### src/rtl/sufs_pkg.sv
// Shared types, constants and the Q1.23 coefficient table for the stereo upmix block.
package sufs_pkg;

	// Sample and field widths
	localparam int SAMPLE_W   = 32;
	localparam int COEF_W     = 24;
	localparam int PROD_W     = SAMPLE_W + COEF_W;
	localparam int ACC_W      = 64;
	localparam int GAIN_W     = 15;
	localparam int MODE_W     = 2;
	localparam int COEF_IDX_W = 6;
	localparam int COEF_COUNT = 31;
	localparam int FRAC_SHIFT = 23;

	// Configuration register indexes
	localparam logic [1:0] CFG_ENABLE = 2'd0;
	localparam logic [1:0] CFG_MODE   = 2'd1;
	localparam logic [1:0] CFG_GAIN   = 2'd2;

	// Output modes; the unused code behaves like MODE_3_2_1
	localparam logic [MODE_W-1:0] MODE_2_0_0 = 2'd0;
	localparam logic [MODE_W-1:0] MODE_2_2_0 = 2'd1;
	localparam logic [MODE_W-1:0] MODE_3_2_1 = 2'd2;

	// Register reset values
	localparam logic              ENABLE_RST = 1'b1;
	localparam logic [MODE_W-1:0] MODE_RST   = MODE_3_2_1;
	localparam logic [GAIN_W-1:0] GAIN_RST   = 15'd20675;

	// Center and LFE clamp, about +-0.999999
	localparam logic signed [SAMPLE_W:0] CLAMP_HI = 33'sd2147481500;
	localparam logic signed [SAMPLE_W:0] CLAMP_LO = -33'sd2147481500;

	// Surround FIR coefficients, Q1.23
	localparam logic signed [COEF_W-1:0] COEF_Q23 [COEF_COUNT] = '{
		-24'sd78055, -24'sd79191, -24'sd80279, -24'sd81313, -24'sd82290, -24'sd83205,
		-24'sd84055, -24'sd84834, -24'sd85539, -24'sd86165, -24'sd86708, -24'sd87162,
		-24'sd87524, -24'sd87787, -24'sd87949, 24'sd8223129, -24'sd87949, -24'sd87787,
		-24'sd87524, -24'sd87162, -24'sd86708, -24'sd86165, -24'sd85539, -24'sd84834,
		-24'sd84055, -24'sd83205, -24'sd82290, -24'sd81313, -24'sd80279, -24'sd79191,
		-24'sd78055
	};

	// Top-level sequencer states
	typedef enum logic [2:0] {
		ST_IDLE,
		ST_MUL,
		ST_LAUNCH,
		ST_FIR,
		ST_EMIT
	} state_t;

	// Status a FIR lane reports back to the sequencer
	typedef struct packed {
		logic                       done;
		logic signed [SAMPLE_W-1:0] y;
	} lane_stat_t;

	// Coefficient lookup; taps past the table use zero
	function automatic logic signed [COEF_W-1:0] coef_at(input logic [COEF_IDX_W-1:0] idx);
		logic signed [COEF_W-1:0] c;
		c = '0;
		if (idx < COEF_IDX_W'(COEF_COUNT)) begin
			c = COEF_Q23[idx[4:0]];
		end
		return c;
	endfunction

endpackage

### src/rtl/sufs_merge.sv
// Merging stage: combines gained channels and lane results, holds the output register.
module sufs_merge (
	input  logic                                   clk,
	input  logic                                   arst_n,
	input  logic                                   load,
	input  logic                                   enable,
	input  logic [sufs_pkg::MODE_W-1:0]            mode,
	input  logic signed [sufs_pkg::SAMPLE_W-1:0]   gl,
	input  logic signed [sufs_pkg::SAMPLE_W-1:0]   gr,
	input  sufs_pkg::lane_stat_t                   lane_l,
	input  sufs_pkg::lane_stat_t                   lane_r,
	output logic                                   room,
	output logic                                   tvalid,
	input  logic                                   tready,
	output logic [6*sufs_pkg::SAMPLE_W-1:0]        tdata
);

	logic fir_en;
	logic full;

	logic signed [sufs_pkg::SAMPLE_W-1:0] ls;
	logic signed [sufs_pkg::SAMPLE_W-1:0] rs;
	logic signed [sufs_pkg::SAMPLE_W:0]   c_sum;
	logic signed [sufs_pkg::SAMPLE_W:0]   lfe_sum;
	logic signed [sufs_pkg::SAMPLE_W-1:0] center;
	logic signed [sufs_pkg::SAMPLE_W-1:0] lfe;

	logic                                 tvalid_q;
	logic [6*sufs_pkg::SAMPLE_W-1:0]      tdata_q;

	function automatic logic signed [sufs_pkg::SAMPLE_W-1:0] clamp(
		input logic signed [sufs_pkg::SAMPLE_W:0] v
	);
		logic signed [sufs_pkg::SAMPLE_W:0] r;
		r = v;
		if (v > sufs_pkg::CLAMP_HI) begin
			r = sufs_pkg::CLAMP_HI;
		end else if (v < sufs_pkg::CLAMP_LO) begin
			r = sufs_pkg::CLAMP_LO;
		end
		return r[sufs_pkg::SAMPLE_W-1:0];
	endfunction

	// Mode decode: FIR outputs in 2_2_0 and up, center and LFE only in 3_2_1 and the unused code
	assign fir_en = enable && (mode != sufs_pkg::MODE_2_0_0);
	assign full   = enable && (mode != sufs_pkg::MODE_2_0_0) && (mode != sufs_pkg::MODE_2_2_0);

	assign ls      = fir_en ? lane_l.y : '0;
	assign rs      = fir_en ? lane_r.y : '0;
	assign c_sum   = (sufs_pkg::SAMPLE_W+1)'(gl) + (sufs_pkg::SAMPLE_W+1)'(gr);
	assign lfe_sum = (sufs_pkg::SAMPLE_W+1)'(ls) + (sufs_pkg::SAMPLE_W+1)'(rs);
	assign center  = full ? clamp(c_sum) : '0;
	assign lfe     = full ? clamp(lfe_sum) : '0;

	// Output register
	assign room = !tvalid_q || tready;

	always_ff @(posedge clk or negedge arst_n) begin
		if (!arst_n) begin
			tvalid_q <= 1'b0;
		end else if (load) begin
			tvalid_q <= 1'b1;
		end else if (tready) begin
			tvalid_q <= 1'b0;
		end
	end

	always_ff @(posedge clk) begin
		if (load) begin
			tdata_q <= {lfe, rs, gr, center, gl, ls};
		end
	end

	assign tvalid = tvalid_q;
	assign tdata  = tdata_q;

endmodule

### config.mk
export PLATFORM = sky130hd
export DESIGN_NAME = sufs_merge
export DESIGN_NICKNAME = d
export VERILOG_FILES = /design/src/rtl/sufs_pkg.sv /design/src/rtl/sufs_merge.sv
export SDC_FILE = /design/constraint.sdc
export NUM_CORES = 1
export LEC_CHECK = 0
export BUFFER_PORTS_ARGS = -buffer_cell sky130_fd_sc_hd__buf_2
export CORE_ASPECT_RATIO = 0.5
export CORE_MARGIN = 2
export CORE_UTILIZATION = 53
export DETAILED_ROUTE_END_ITERATION = 12
export PLACE_DENSITY = 0.89
export SYNTH_ARGS = -nofsm -noshare
export SYNTH_HDL_FRONTEND = slang
export SYNTH_SLANG_ARGS = --single-unit
### constraint.sdc
create_clock -name clk -period 0.8 [get_ports clk]
set_input_delay 0.08 -clock clk [delete_from_list [all_inputs] [get_ports clk]]
set_output_delay 0.08 -clock clk [all_outputs]
set_load 0.05 [all_outputs]
==> results.txt, run 1 <==
----------------------------------------------------
[Logic synthesis]
  Predominant post-synthesis flop cell ... sky130_fd_sc_hd__edfxtp_1
  Most frequent cell after synthesis ... sky130_fd_sc_hd__edfxtp_1
  Post-synth EDFFs ... 192
  Unique masters post-synth ... 81
  Average instance area after synthesis ... ~10 sq um
  Area of the mapped netlist ... 11,900 sq um
  Cells after synthesis ... 1,132
  Number of synthesized register bits ... 193
  Yosys Warn Count ... 0
  Area fraction of the dominant cell type after synthesis ... 0.485
  Largest cells by area after synthesis ... sky130_fd_sc_hd__edfxtp_1, sky130_fd_sc_hd__ha_1, sky130_fd_sc_hd__and2_1
  Synth Net Count ... roughly 1,300
  Most numerous cell types in the synthesized netlist ... sky130_fd_sc_hd__edfxtp_1, sky130_fd_sc_hd__a21oi_1, sky130_fd_sc_hd__nand2_1
  Fraction of the yosys area taken by sequential cells ... 0.487
  Asr flop ratio synth ... 0.00518
  Most area-hungry cell type in the Yosys netlist ... sky130_fd_sc_hd__edfxtp_1

[Floorplanning]
  Die Height ... 110 um
  # IOs ... 331
  Die W ... 216 um
  Starting utilization of the core area ... 0.545
  Rows ... 38

[Placement]
  Total instance count after detailed placement ... 2,054
  Worst Setup Slack post-DPL ... -3.46 ns
  Post-DP HPWL ... between 30,000 and 40,000 um
  GP Congestion ... between 1 and 1.5
  IO buf count ... ~330

[Global routing]
  Largest net degree at the start of global routing ... 36

[Clock network]
  H-tree depth reported by CTS ... 4
  Clock sink count ... about 190
  Clock Root Buffer ... sky130_fd_sc_hd__clkbuf_16
  TritonCTS Buffers ... 17
  CTS Buffer Depth ... 2

[Status]
  Error message ... [ERROR DPL-0038] Utilization greater than 100%, impossible to legalize
  Result of the run ... stopped before the end
  Stopping stage ... global routing (5_1_grt)

[Timing]
  Kind of pin the worst path terminates on ... sequential cell input
  Grt repair worst endpoint ... tdata[187]$_SDFFCE_PN0P_/D

----------------------------------------------------
cells by family after synthesis:
family	Yosys count	share of synthesized area
AOI/OAI and AO/OA	346	0.202
xor gates and xnor gates	30	0.0221
adders and majority gates	69	0.0733
buffers and inverters	84	0.0287
DFF	193	0.487
muxes	6	0.00516
and+or+nand+nor	404	0.181
stage by stage:
| step | instance area, sq um | setup TNS (ns) | utilization | hold WS, ns |
|---|---|---|---|---|
| floorplan | 12500 | -174.34 | - | -0.216 |
| global placement | 16900 | -215.96 | 0.772 | -0.145 |
| detailed placement | 16900 | -233.39 | 0.772 | -0.145 |
| CTS | 20500 | -212.27 | 0.937 | -0.0793 |
what timing repair did:
action	in CTS
endpoints found under the setup margin	259
hold endpoints to repair	124
hold buffers	66
cloned	10
setup buffers	30
gates resized for setup	537
pin swaps	58
==> run 2, diff against run 1 <==
- CORE_ASPECT_RATIO: 0.5 -> unset
- CORE_UTILIZATION: 53 -> 40
- PLACE_DENSITY: 0.89 -> unset
- PLACE_DENSITY_LB_ADDON: unset -> 0.15
==> results.txt, run 2 <==
----------------------------------------------------
[Status]
  Result of the run ... finished with violations (was stopped before the end)
  Failing checks ... hold timing, setup timing

[Detailed routing]
  DRC errors left ... 0
  Via total after detailed routing ... between 10,000 and 15,000
  Ratio of routed vias to standard cells ... 5.41
  DRT Pass-1 Iters ... 6
  Routed wire per std cell ... 19.4 um
  Initial drt markers ... 640
  Routed Wire Length ... approximately 44,000 um
  Number of nets with antenna violations after routing ... 0

[Logic synthesis]
  Area of the mapped netlist ... 11,900 sq um (unchanged)
  Most numerous cell types in the synthesized netlist ... sky130_fd_sc_hd__edfxtp_1, sky130_fd_sc_hd__a21oi_1, sky130_fd_sc_hd__nand2_1 (unchanged)
  Post-synth EDFFs ... 192 (unchanged)
  Average instance area after synthesis ... 10.5 sq um (unchanged)
  Most frequent cell after synthesis ... sky130_fd_sc_hd__edfxtp_1 (unchanged)
  Predominant post-synthesis flop cell ... sky130_fd_sc_hd__edfxtp_1 (unchanged)
  Yosys Warn Count ... 0 (unchanged)
  Synth Net Count ... 1,335 (unchanged)
  Asr flop ratio synth ... 0.00518 (unchanged)
  Number of synthesized register bits ... 193 (unchanged)
  Unique masters post-synth ... 81 (unchanged)
  Fraction of the yosys area taken by sequential cells ... 0.487 (unchanged)
  Area fraction of the dominant cell type after synthesis ... 0.485 (unchanged)
  Most area-hungry cell type in the Yosys netlist ... sky130_fd_sc_hd__edfxtp_1 (unchanged)
  Largest cells by area after synthesis ... sky130_fd_sc_hd__edfxtp_1, sky130_fd_sc_hd__ha_1, sky130_fd_sc_hd__and2_1 (unchanged)
  Cells after synthesis ... 1,132 (unchanged)

[Pwr]
  Maximum ir drop on the vdd rail ... approximately 0.0016 V
  Switching power share of the total ... 0.355
  Part of the total power dissipated in the clock network ... 0.243
  Comb pwr share ... 0.415
  Power density over the cells ... 1740 nW/um^2
  Total Power Consumption ... 36.9 mW
  P_leak ... 8.82 nW
  P_sw ... 13.1 mW
  Cell internal power dissipation ... approximately 24 mW
  Proportion of power drawn by flip-flops and latches ... 0.342

[Min path]
  Kind of path behind the tightest hold check ... primary input to register

[Layout]
  Count of non-filler cells in the finished layout ... 2,280
  Commonest non-fill, non-tap cell in the layout ... sky130_fd_sc_hd__buf_4
  Top library cells by usage in the layout, fill and taps aside ... sky130_fd_sc_hd__buf_4, sky130_fd_sc_hd__buf_6, sky130_fd_sc_hd__edfxtp_1
  Fill count ... 2,115
  Area delta synth->final ... 78.6%
  Share of post-route cells with drive strength above 1 ... 0.528
  Max reg flops ... 192
  Net count of the finished layout ... 2,081
  Antenna diode count ... 0

[Floorplanning]
  Die W ... 176 um (was 216 um)
  Die area ... 31,100 sq um
  Starting utilization of the core area ... 0.403 (was 0.545)
  # IOs ... 331 (unchanged)
  Rows ... 63 (was 38)
  Core area ... approximately 29,000 sq um
  Die Height ... 176 um (was 110 um)

[Timing]
  Final worst setup slack ... -2.76 ns
  Number of hold violations in the final report ... 54
  Slew margin rel. ... 0.600
  Setup repair after global routing missed its margin ... yes
  Final critical-path required period ... 3.56 ns
  Final-report max-slew violation count ... 0
  Post-route clock skew ... 0 ns
  WHS ... -0.0492 ns
  Slew of the pin with the lowest slew margin ... 0.594 ns
  Final setup violation count ... 258
  Max Freq ... 0.281 GHz
  Fin crit share ... 4.45

[Clock network]
  Clock insertion delay at the later pin of the skew report ... 0.43 ns
  Clock edge transition at the registers on the reported setup and hold paths ... 0.07 ns
  Clock sink count ... 193 (unchanged)
  TritonCTS clock tree ... done
  TritonCTS Buffers ... 17 (unchanged)
  H-tree depth reported by CTS ... 4 (unchanged)
  Clock Root Buffer ... sky130_fd_sc_hd__clkbuf_16 (unchanged)
  Count of hold-fix buffers inserted at cts ... 66 (unchanged)
  CTS Buffer Depth ... 2 (unchanged)

[Critical path]
  Req. time, crit path ... 1.00 ns
  Slowest cell on crit path ... sky130_fd_sc_hd__a2111oi_4
  CP Cell Sequence ... buf_12 > o21a_4 > buf_6 > and2_4 > ha_4 > nand4_1 > nand4b_1 > a2111oi_4 > o21ai_2 > a2111oi_4 > nand4b_1 > or4_4 > and2_4 > a31o_4
  Kind of start point of the critical path ... primary input
  Crit path DAT ... 3.76 ns
  Start-to-end type of the worst setup path ... primary input to register
  Sort of element at the end of the critical path ... register
  Critical path peak fanout ... 6
  Max incr delay on CP ... 0.50 ns

[Global routing]
  Antenna violations before repair ... 1
  GR Util met3 ... 0.0385
  Via count of the first global-routing pass ... around 12,000
  Wire length of the first global-routing pass ... about 66,000 um
  Largest net degree at the start of global routing ... 48
  Met1 routing resource usage after global routing ... 0.316
  Global Route met2 Usage ... 0.513
  Global-route layer with the greatest usage ... met2
  Overflow after GRT ... 0
  Total GRT Usage ... 0.276

[Placement]
  Total instance count after detailed placement ... 2,138 (was 2,054)
  Post-DP HPWL ... 31,000 um (was 31,100 um)
  IO buf count ... 328 (unchanged)
  GP Congestion ... 0.934 (was 1.06)

[Run]
  Max-capacitance violation count ... 0

----------------------------------------------------
run 2: cell counts after synthesis:
No cell type changed its count.
run 2: layer usage:
layer	vias up	routed length, um
li1	5897	-
met1	5951	17000
met2	401	23300
met3	81	2150
met4	0	1780
met5	-	0
run 2: what timing repair did:
action,CTS,global route
setup buffers,24,14
resized for setup,522,136
pin swaps,64,79
setup endpoints to repair,258,259
endpoints found under the hold margin,126,53
gates cloned,11,1
run 2: power groups by stage:
stage	combinational, mW	sequential (mW)	clock [mW]
2_1_floorplan	4.35	15.6	0
3_3_place_gp	11.9	12.6	0
3_5_place_dp	12.0	12.6	0
4_1_cts	14.6	12.6	9.11
5_1_grt	16.1	12.7	9.41
6_report	15.3	12.6	8.95
run 2: stage by stage:
| step | instance area (sq um) | utilization | worst slack, ns | setup TNS [ns] | hold WS, ns |
|---|---|---|---|---|---|
| floorplan | 12500 | - | -3.02 | -174.34 | -0.216 |
| global placement | 16900 | 0.574 | -3.35 | -228.12 | -0.145 |
| detailed placement | 16900 | 0.574 | -3.43 | -233.34 | -0.145 |
| CTS | 20400 | 0.694 | -2.78 | -213.14 | -0.0699 |
| global route | 21200 | 0.720 | -2.84 | -222.21 | -0.0546 |
| finish | 21200 | 0.720 | -2.76 | -210.26 | -0.0492 |
run 2: final timing paths:
check | startpoint | end | slack (ns) | cells past startpoint
min in group asynchronous | arst_n | tvalid | 0.48 | 3
worst max-delay path | mode[0] | tdata[170] | -2.76 | 14
worst max register to register | tvalid | tvalid | 0.04 | 3
worst min-delay path | lane_r[16] | tdata[144] | -0.05 | 2
max in group asynchronous | arst_n | tvalid | 0.20 | 3
worst min register to register | tvalid | tvalid | 0.66 | 3
run 2: cell type report:
class	count	area [sq um]	share of cell area
repair buffers	777	6760	0.319
clock buffers	19	433	0.0204
clock inverters	12	160	0.00755
flip-flops and latches	193	5790	0.273
inverters	27	114	0.00536
well taps	390	488	0.0230
multi-input cells	862	7480	0.352
run 2: cell families after synthesis:
logic type      count (synthesis)  synth area share
buf+inv                        84            0.0287
compound gates                346             0.202
simple gates                  404             0.181
xor+xnor                       30            0.0221
fa+ha+maj                      69            0.0733
flops                         193             0.487
mux                             6           0.00516
run 2: critical path: cells and delay by family:
kind                     cells  cell delay, ns
AO/OA/AOI/OAI                5            1.51
AND/OR/NAND/NOR              6            1.59
adder cells (fa/ha/maj)      1            0.31
buffers and inverters        2            0.27
No activity file was read; power rests on OpenSTA's default activity.
