**src/rtl/sufs_pkg.sv**
```systemverilog
// Shared types, constants and the Q1.23 coefficient table for the stereo upmix block.
package sufs_pkg;

	// Sample and field widths
	localparam int SAMPLE_W   = 32;
	localparam int COEF_W     = 24;
	localparam int PROD_W     = SAMPLE_W + COEF_W;
	localparam int ACC_W      = 64;
	localparam int GAIN_W     = 15;
	localparam int MODE_W     = 2;
	localparam int COEF_IDX_W = 6;
	localparam int COEF_COUNT = 31;
	localparam int FRAC_SHIFT = 23;

	// Configuration register indexes
	localparam logic [1:0] CFG_ENABLE = 2'd0;
	localparam logic [1:0] CFG_MODE   = 2'd1;
	localparam logic [1:0] CFG_GAIN   = 2'd2;

	// Output modes; the unused code behaves like MODE_3_2_1
	localparam logic [MODE_W-1:0] MODE_2_0_0 = 2'd0;
	localparam logic [MODE_W-1:0] MODE_2_2_0 = 2'd1;
	localparam logic [MODE_W-1:0] MODE_3_2_1 = 2'd2;

	// Register reset values
	localparam logic              ENABLE_RST = 1'b1;
	localparam logic [MODE_W-1:0] MODE_RST   = MODE_3_2_1;
	localparam logic [GAIN_W-1:0] GAIN_RST   = 15'd20675;

	// Center and LFE clamp, about +-0.999999
	localparam logic signed [SAMPLE_W:0] CLAMP_HI = 33'sd2147481500;
	localparam logic signed [SAMPLE_W:0] CLAMP_LO = -33'sd2147481500;

	// Surround FIR coefficients, Q1.23
	localparam logic signed [COEF_W-1:0] COEF_Q23 [COEF_COUNT] = '{
		-24'sd78055, -24'sd79191, -24'sd80279, -24'sd81313, -24'sd82290, -24'sd83205,
		-24'sd84055, -24'sd84834, -24'sd85539, -24'sd86165, -24'sd86708, -24'sd87162,
		-24'sd87524, -24'sd87787, -24'sd87949, 24'sd8223129, -24'sd87949, -24'sd87787,
		-24'sd87524, -24'sd87162, -24'sd86708, -24'sd86165, -24'sd85539, -24'sd84834,
		-24'sd84055, -24'sd83205, -24'sd82290, -24'sd81313, -24'sd80279, -24'sd79191,
		-24'sd78055
	};

	// Top-level sequencer states
	typedef enum logic [2:0] {
		ST_IDLE,
		ST_MUL,
		ST_LAUNCH,
		ST_FIR,
		ST_EMIT
	} state_t;

	// Status a FIR lane reports back to the sequencer
	typedef struct packed {
		logic                       done;
		logic signed [SAMPLE_W-1:0] y;
	} lane_stat_t;

	// Coefficient lookup; taps past the table use zero
	function automatic logic signed [COEF_W-1:0] coef_at(input logic [COEF_IDX_W-1:0] idx);
		logic signed [COEF_W-1:0] c;
		c = '0;
		if (idx < COEF_IDX_W'(COEF_COUNT)) begin
			c = COEF_Q23[idx[4:0]];
		end
		return c;
	endfunction

endpackage

```
**src/rtl/sufs_lane.sv**
```systemverilog
// One surround FIR lane: circular history memory and a pipelined multiply-accumulate.
module sufs_lane #(
	parameter int TAPS = 31
) (
	input  logic                                 clk,
	input  logic                                 arst_n,
	input  logic                                 start,
	input  logic signed [sufs_pkg::SAMPLE_W-1:0] x,
	output sufs_pkg::lane_stat_t                 stat
);

	localparam int AW = (TAPS > 1) ? $clog2(TAPS) : 1;
	localparam int TW = (TAPS > 1) ? $clog2(TAPS) : 1;

	// History memory plus one valid bit per entry (unwritten entries read as zero)
	logic [sufs_pkg::SAMPLE_W-1:0] mem [TAPS];
	logic [TAPS-1:0]               valid_q;

	logic [AW-1:0] ptr_q;
	logic [AW-1:0] rd_addr_q;
	logic [TW-1:0] tap_q;
	logic          issue_q;

	logic                                 rd_v_s1;
	logic                                 last_s1;
	logic                                 hit_s1;
	logic [sufs_pkg::SAMPLE_W-1:0]        rdata_s1;
	logic signed [sufs_pkg::COEF_W-1:0]   coef_s1;
	logic signed [sufs_pkg::SAMPLE_W-1:0] data_s1;

	logic                               mul_v_s2;
	logic                               last_s2;
	logic signed [sufs_pkg::PROD_W-1:0] prod_s2;

	logic signed [sufs_pkg::ACC_W-1:0]    acc_q;
	logic                                 fin_q;
	logic                                 done_q;
	logic signed [sufs_pkg::SAMPLE_W-1:0] y_q;

	localparam int SH_W = sufs_pkg::ACC_W - sufs_pkg::FRAC_SHIFT;
	logic signed [SH_W-1:0]               sh;
	logic signed [sufs_pkg::SAMPLE_W-1:0] sat;

	function automatic logic [AW-1:0] wrap_inc(input logic [AW-1:0] a);
		logic [AW-1:0] n;
		n = (a == AW'(TAPS - 1)) ? '0 : a + 1'b1;
		return n;
	endfunction

	// History write and registered read
	always_ff @(posedge clk) begin
		if (start) begin
			mem[ptr_q] <= x;
		end
		if (issue_q) begin
			rdata_s1 <= mem[rd_addr_q];
		end
	end

	always_ff @(posedge clk or negedge arst_n) begin
		if (!arst_n) begin
			valid_q <= '0;
		end else if (start) begin
			valid_q[ptr_q] <= 1'b1;
		end
	end

	// Tap sequencer: walks from the oldest entry to the newest
	always_ff @(posedge clk or negedge arst_n) begin
		if (!arst_n) begin
			ptr_q     <= '0;
			rd_addr_q <= '0;
			tap_q     <= '0;
			issue_q   <= 1'b0;
		end else if (start) begin
			ptr_q     <= wrap_inc(ptr_q);
			rd_addr_q <= wrap_inc(ptr_q);
			tap_q     <= TW'(TAPS - 1);
			issue_q   <= 1'b1;
		end else if (issue_q) begin
			rd_addr_q <= wrap_inc(rd_addr_q);
			tap_q     <= tap_q - 1'b1;
			if (tap_q == '0) begin
				issue_q <= 1'b0;
			end
		end
	end

	// Stage 1: read data, valid bit and coefficient
	always_ff @(posedge clk or negedge arst_n) begin
		if (!arst_n) begin
			rd_v_s1 <= 1'b0;
			last_s1 <= 1'b0;
		end else begin
			rd_v_s1 <= issue_q;
			last_s1 <= issue_q && (tap_q == '0);
		end
	end

	always_ff @(posedge clk) begin
		if (issue_q) begin
			hit_s1  <= valid_q[rd_addr_q];
			coef_s1 <= sufs_pkg::coef_at(sufs_pkg::COEF_IDX_W'(tap_q));
		end
	end

	assign data_s1 = hit_s1 ? $signed(rdata_s1) : '0;

	// Stage 2: product
	always_ff @(posedge clk or negedge arst_n) begin
		if (!arst_n) begin
			mul_v_s2 <= 1'b0;
			last_s2  <= 1'b0;
		end else begin
			mul_v_s2 <= rd_v_s1;
			last_s2  <= last_s1;
		end
	end

	always_ff @(posedge clk) begin
		if (rd_v_s1) begin
			prod_s2 <= data_s1 * coef_s1;
		end
	end

	// Accumulate, then scale and saturate once the last tap is in
	assign sh = acc_q[sufs_pkg::ACC_W-1:sufs_pkg::FRAC_SHIFT];

	always_comb begin
		if (sh > SH_W'(32'sh7fff_ffff)) begin
			sat = 32'sh7fff_ffff;
		end else if (sh < -SH_W'(33'sh0_8000_0000)) begin
			sat = 32'sh8000_0000;
		end else begin
			sat = sh[sufs_pkg::SAMPLE_W-1:0];
		end
	end

	always_ff @(posedge clk or negedge arst_n) begin
		if (!arst_n) begin
			acc_q  <= '0;
			fin_q  <= 1'b0;
			done_q <= 1'b0;
			y_q    <= '0;
		end else begin
			fin_q <= mul_v_s2 && last_s2;
			if (start) begin
				acc_q  <= '0;
				done_q <= 1'b0;
			end else if (mul_v_s2) begin
				acc_q <= acc_q + prod_s2;
			end
			if (fin_q) begin
				y_q    <= sat;
				done_q <= 1'b1;
			end
		end
	end

	assign stat.done = done_q;
	assign stat.y    = y_q;

endmodule

```
**config.mk**
```make
export PLATFORM = sky130hd
export DESIGN_NAME = sufs_lane
export DESIGN_NICKNAME = d
export VERILOG_FILES = /design/src/rtl/sufs_pkg.sv /design/src/rtl/sufs_lane.sv
export SDC_FILE = /design/constraint.sdc
export NUM_CORES = 2
export LEC_CHECK = 0
export BUFFER_PORTS_ARGS = -buffer_cell sky130_fd_sc_hd__buf_2
export CORE_UTILIZATION = 45
export CTS_CLUSTER_DIAMETER = 120
export CTS_CLUSTER_SIZE = 25
export DETAILED_ROUTE_END_ITERATION = 6
export GPL_TIMING_DRIVEN = 0
export PLACE_DENSITY = 0.57
export SLEW_MARGIN = 20
export SYNTH_ARGS = -nofsm -noshare
export SYNTH_HDL_FRONTEND = slang
export SYNTH_SLANG_ARGS = --single-unit
```
**constraint.sdc**
```tcl
create_clock -name clk -period 11.3 [get_ports clk]
set_clock_uncertainty 0.05 [all_clocks]
set_input_delay 1.13 -clock clk [delete_from_list [all_inputs] [get_ports clk]]
set_output_delay 1.13 -clock clk [all_outputs]
set_load 0.02 [all_outputs]
```
After elaboration in Yosys (flattened, before gate mapping)
Memory sizes are Yosys's and may differ from the RTL's. A register that Yosys moved wholly into a read port is not among the register bits.
Cells that the tools add are included.
W data, S select, Z words.

storage, ports and cells
  RAM bits = 992
  register bits after elaboration = 206
  memories = 2
  bits in read-only memories = 768
  bits of input ports = 35
  output and inout bits = 33

memories
  name             depth  bits a word  rd ports  clocked after Yosys merged registers in  write ports  line             text
  mem              31     32           1         1                                        1            sufs_lane.sv:16  logic [sufs_pkg::SAMPLE_W-1:0] mem [TAPS];
  (no name shown)  32     24           1         1                                        0            sufs_pkg.sv:64   c = COEF_Q23[idx[4:0]];

cells by class
  $mul = 1
  reductions and logical operators = 8
  multiplexer cells = 22
  eq/ne operators = 2
  bitwise logic cells = 2
  $lt $le $gt $ge = 6
  $add $sub $neg = 4

operator list
  operator                number
  $mux W64                2
  $mux W32                3
  $add A64 B56 Y64        1
  $mul A32 B24 Y56        1
  $gt A41 B32 Y1 const B  1
  $lt A41 B32 Y1 const B  1
  $or A31 B31 Y31         1
  $mux W5                 6
  $lt A5 B6 Y1 const B    2
  $add A5 B1 Y5 const B   2
  $eq A5 B5 Y1 const B    2
  $mux W1                 9
  $not A5 Y6              1
  $reduce_bool A2 Y1      3
  $bmux W1 S5             1
  $demux W1 S5            1
  $ge A5 B1 Y1 const B    1
  $logic_not A5 Y1        1
  $lt A5 B5 Y1 const B    1
  $sub A5 B1 Y5 const B   1
  $logic_and A1 B1 Y1     3
  $logic_not A1 Y1        1

Depth between registers and ports, before layout
  depth after elaboration = 5
  mapped depth = 32
  mapped depth without buffers = 28

Worst setup path after synthesis
No wires, ideal clock.

  path type = register -> register
  start point = reg hit_s1
  end point = reg prod_s2[53] (netlist bit) (data pin)
  data arrival time = 7596 ps
  setup slack = 3388 ps
  cell stages (with the launch flop) = 28
  library setup time = 265 ps
  buffers on the path = 6
  data required time = 10985 ps
  cell sequence = edfxtp_1 clkbuf_1 clkbuf_1 clkbuf_1 clkbuf_1 clkbuf_1 and3_1 fa_1 fa_1 inv_1 fa_1 inv_1 fa_1 fa_1 fa_1 fa_1 ha_1 clkbuf_1 a21o_1 a21o_1 a21o_1 a21oi_1 nor2b_1 o21ai_0 nand2b_1 a21oi_1 o21ai_0 xor2_1

on the way
  word-level cells in the longest chain between the ends = 2

RTL lines
  element                 line              text
  start, declared         sufs_lane.sv:26   logic hit_s1;
  start signal, assigned  sufs_lane.sv:102  hit_s1 <= valid_q[rd_addr_q];
  $mux W32                sufs_lane.sv:107  assign data_s1 = hit_s1 ? $signed(rdata_s1) : '0;
  $mul A32 B24 Y56        sufs_lane.sv:122  prod_s2 <= data_s1 * coef_s1;
  end signal, assigned    sufs_lane.sv:122
  end, declared           sufs_lane.sv:33   logic signed [sufs_pkg::PROD_W-1:0] prod_s2;

Every way passes these cells.
A chain may end at the register's enable or synchronous reset.

Final worst setup path
  start point = reg hit_s1
  end point = reg prod_s2[54] (netlist bit) (data pin)

Same word-level chain as after synthesis.

==> run_results.csv <==
group,metric,value,unit
final_layout,area_growth,8.51,%
setup_path,slowest_delay,0.86,ns
detailed_routing,wl_met1,94600,µm
detailed_routing,num_vias,47230,
timing,slew_headroom,21.2,%
timing,rsz0062_at_grt,"no",
detailed_routing,drtIter0Drc,4595,
clocking,clk_pin_slew,0.11,ns
timing,hold_viol,0,
grt,overflow,0,
timing,slew_violations,0,
job,max-cap-violations,0,
clocking,cts_setup_buffers,0,
clocking,clkLatencyLatePin,0.78,ns
grt,grt_pass1_wl,341000,µm
placement,gp_congestion,1.01,
clocking,cts.sinks,1248,
timing,fin_crit,10.80,ns
yosys,synth_seq_cells,1248,
floorplanning,core-area,172000,µm²
detailed_routing,drc,0,
yosys,synth_cells,5757,
yosys,avgSynthCellArea,13.6,µm²
yosys,syn_nets,6781,
clocking,htree_levels,2,
setup_path,crit_family,"adder cells",
timing,fin_setup_tns,0,ns
setup_path,cp_cell_sequence,"clkbuf_1, clkbuf_1, clkbuf_2, clkbuf_1, clkbuf_1, and3_1, fa_1, fa_1, inv_1, fa_1, inv_1, fa_1, fa_1, fa_1, fa_1, ha_1, clkbuf_1, nand2_1, nor4_1, o21ai_0, and3_1, o22ai_1, a221oi_1, xnor2_1",
placement,portBuffers,66,
clocking,cts_buffer_depth,3,
detailed_routing,wl_met2,116000,µm
detailed_routing,dr_wl_met3,14400,µm
yosys,yosysMostFrequentCell,"edfxtp_1",
timing,worstMarginPinSlew,1.18,ns
placement,dpl-instance-area,83200,µm²
yosys,syn_area,78400,µm²
floorplanning,die-height,419,µm
detailed_routing,drt-total-wl,235000,µm
yosys,async_reset_ff_share,11.9,%
clocking,numCtsBuffers,57,
detailed_routing,wl_per_cell,28.2,µm
yosys,synth_top_area_cell,"edfxtp_1",
yosys,synth_flop_cell,"edfxtp_1",
floorplanning,die_w,419,µm
setup_path,slowest_stage,"clkbuf_1",
yosys,yosys_warnings,0,
yosys,ys_seq_area_share,46.9,%
yosys,synth_top_area_share,42.1,%
clocking,cts_tree,"built",
grt,grt_pass1_vias,49487,
grt,grt_usage,27.1,%
floorplanning,die_area,176000,µm²
setup_path,path_buf_inv,8,
setup_path,crit_path_end_kind,"register",
setup_path,crit_top_cell,"fa_1",
detailed_routing,ant_nets,0,
final_layout,nets,6967,
clocking,cts_root_buffer,"clkbuf_16",
outcome,status,"finished, final reports clean",
setup_path,worstSetupPathType,"reg2reg",
placement,place_hpwl,182000,µm
min_path,min_path_type,"in2async",
yosys,synthTopCellsByCount,"edfxtp_1 (1099), inv_1 (821), fa_1 (756)",
setup_path,crit_arrival,11.23,ns
grt,antenna_found_initial,25,
timing,setup_violations,0,
grt,grt_max_degree,79,
detailed_routing,drt_pass1_iterations,6,
yosys,ys_types,96,
timing,max_freq,92.6,MHz
floorplanning,pin_count,68,
timing,fin_crit_sh,95.6,%
floorplanning,start_util,45.5,%
final_layout,drive_gt1_share,11.6,%
setup_path,start_kind,"register",
setup_path,cp_max_fo,10,
yosys,synth_area_leaders,"edfxtp_1 (42%), fa_1 (19%), mux4_2 (8.5%)",
detailed_routing,viasPerCell,5.68,
detailed_routing,dr.max_layer_used,"met5",
setup_path,required,11.73,ns
yosys,synth-edff-count,1099,
final_layout,design_area,85000,µm²
floorplanning,fp-row-count,152,
worst register-to-register path, stage by stage (launching register included):
cell and delay (ns):
edfxtp_1 0.54, clkbuf_1 0.49, clkbuf_1 0.50, clkbuf_2 0.53
clkbuf_1 0.52, clkbuf_1 0.86, and3_1 0.32, fa_1 0.46
fa_1 0.64, inv_1 0.22, fa_1 0.84, inv_1 0.33
fa_1 0.49, fa_1 0.53, fa_1 0.58, fa_1 0.42
ha_1 0.29, clkbuf_1 0.28, nand2_1 0.15, nor4_1 0.39
o21ai_0 0.28, and3_1 0.29, o22ai_1 0.31, a221oi_1 0.15
xnor2_1 0.14
worst paths after layout:
path | start | depth (start not counted) | slack (ns) | end
setup / recovery | hit_s1$_DFFE_PP_ | 24 | 0.50 | prod_s2[54]$_DFFE_PP_
hold / removal | arst_n | 1 | 0.09 | acc_q[10]$_DFFE_PN0P_
setup reg to reg | hit_s1$_DFFE_PP_ | 24 | 0.50 | prod_s2[54]$_DFFE_PP_
hold reg to reg | last_s1$_DFF_PN0_ | 0 | 0.31 | last_s2$_DFF_PN0_
max in group asynchronous | arst_n | 3 | 9.99 | valid_q[8]$_DFFE_PN0P_
min in group clk | last_s1$_DFF_PN0_ | 0 | 0.31 | last_s2$_DFF_PN0_
metal layers:
layer,GRT usage [%],vias up
met5,0,-
met3,3.67,425
met4,9.46,16
li1,-,20365
met1,35.3,24789
met2,46.5,1635
layout by cell type, fill, tap and decap left out, types with 134 or more instances in the layout:
| cell type | instances |
|---|---|
| dfrtp_1 | 147 |
| inv_1 | 821 |
| nor2_1 | 174 |
| o21ai_0 | 134 |
| mux4_2 | 297 |
| fa_1 | 756 |
| ha_1 | 233 |
| edfxtp_1 | 1099 |
| nand2_1 | 408 |
| and3_1 | 349 |
| clkbuf_1 | 291 |
| a21oi_1 | 147 |
flip-flops by register name, summed over array words and instances, names as in the netlist, 5 cells and up:
register	flops
prod_s2	56
rd_addr_q	5
y_q	32
acc_q	64
ptr_q	5
rdata_s1	32
coef_s1	18
mem	992
valid_q	31
tap_q	5
area by class of cell:
cell class,instances,area (µm²)
Multi-Input combinational cell,3356,37400
Buffer,330,1440
Clock inverter,10,183
Clock buffer,98,1580
Tap cell,2310,2890
Sequential cell,1248,36700
Inverter,823,3090
Timing Repair Buffer,127,1700
Fill cell,15129,87300
Antenna cell,10,25.0
cell families after synthesis:
| logic type | Yosys count | synth area share [%] |
|---|---|---|
| compound gates | 572 | 4.72 |
| xor+xnor | 146 | 1.63 |
| fa+ha+maj | 991 | 23.1 |
| buf+inv | 1153 | 5.73 |
| flops | 1248 | 46.9 |
| mux | 414 | 10.1 |
| simple gates | 1233 | 7.88 |
repair_timing:
action	4_1_cts	5_1_grt
endpoints found under the setup margin	0	7
hold buffers	0	0
resized for setup	0	11
stage by stage:
stage                     instances  hold WS [ns]  util (%)  worst slack (ns)
after global routing           8303        0.0570      49.3             0.207
after CTS                      8301        0.0394      49.3             0.165
after global placement         8133         0.286      47.3             0.186
final                          8312        0.0935      49.3             0.499
after floorplan                5757         0.281         -              3.39
after detailed placement       8193         0.285      48.3             0.171
Power is left out: the tool's default activity adds up to more than one toggle a clock period on the data nets, which glitch-free logic cannot reach.
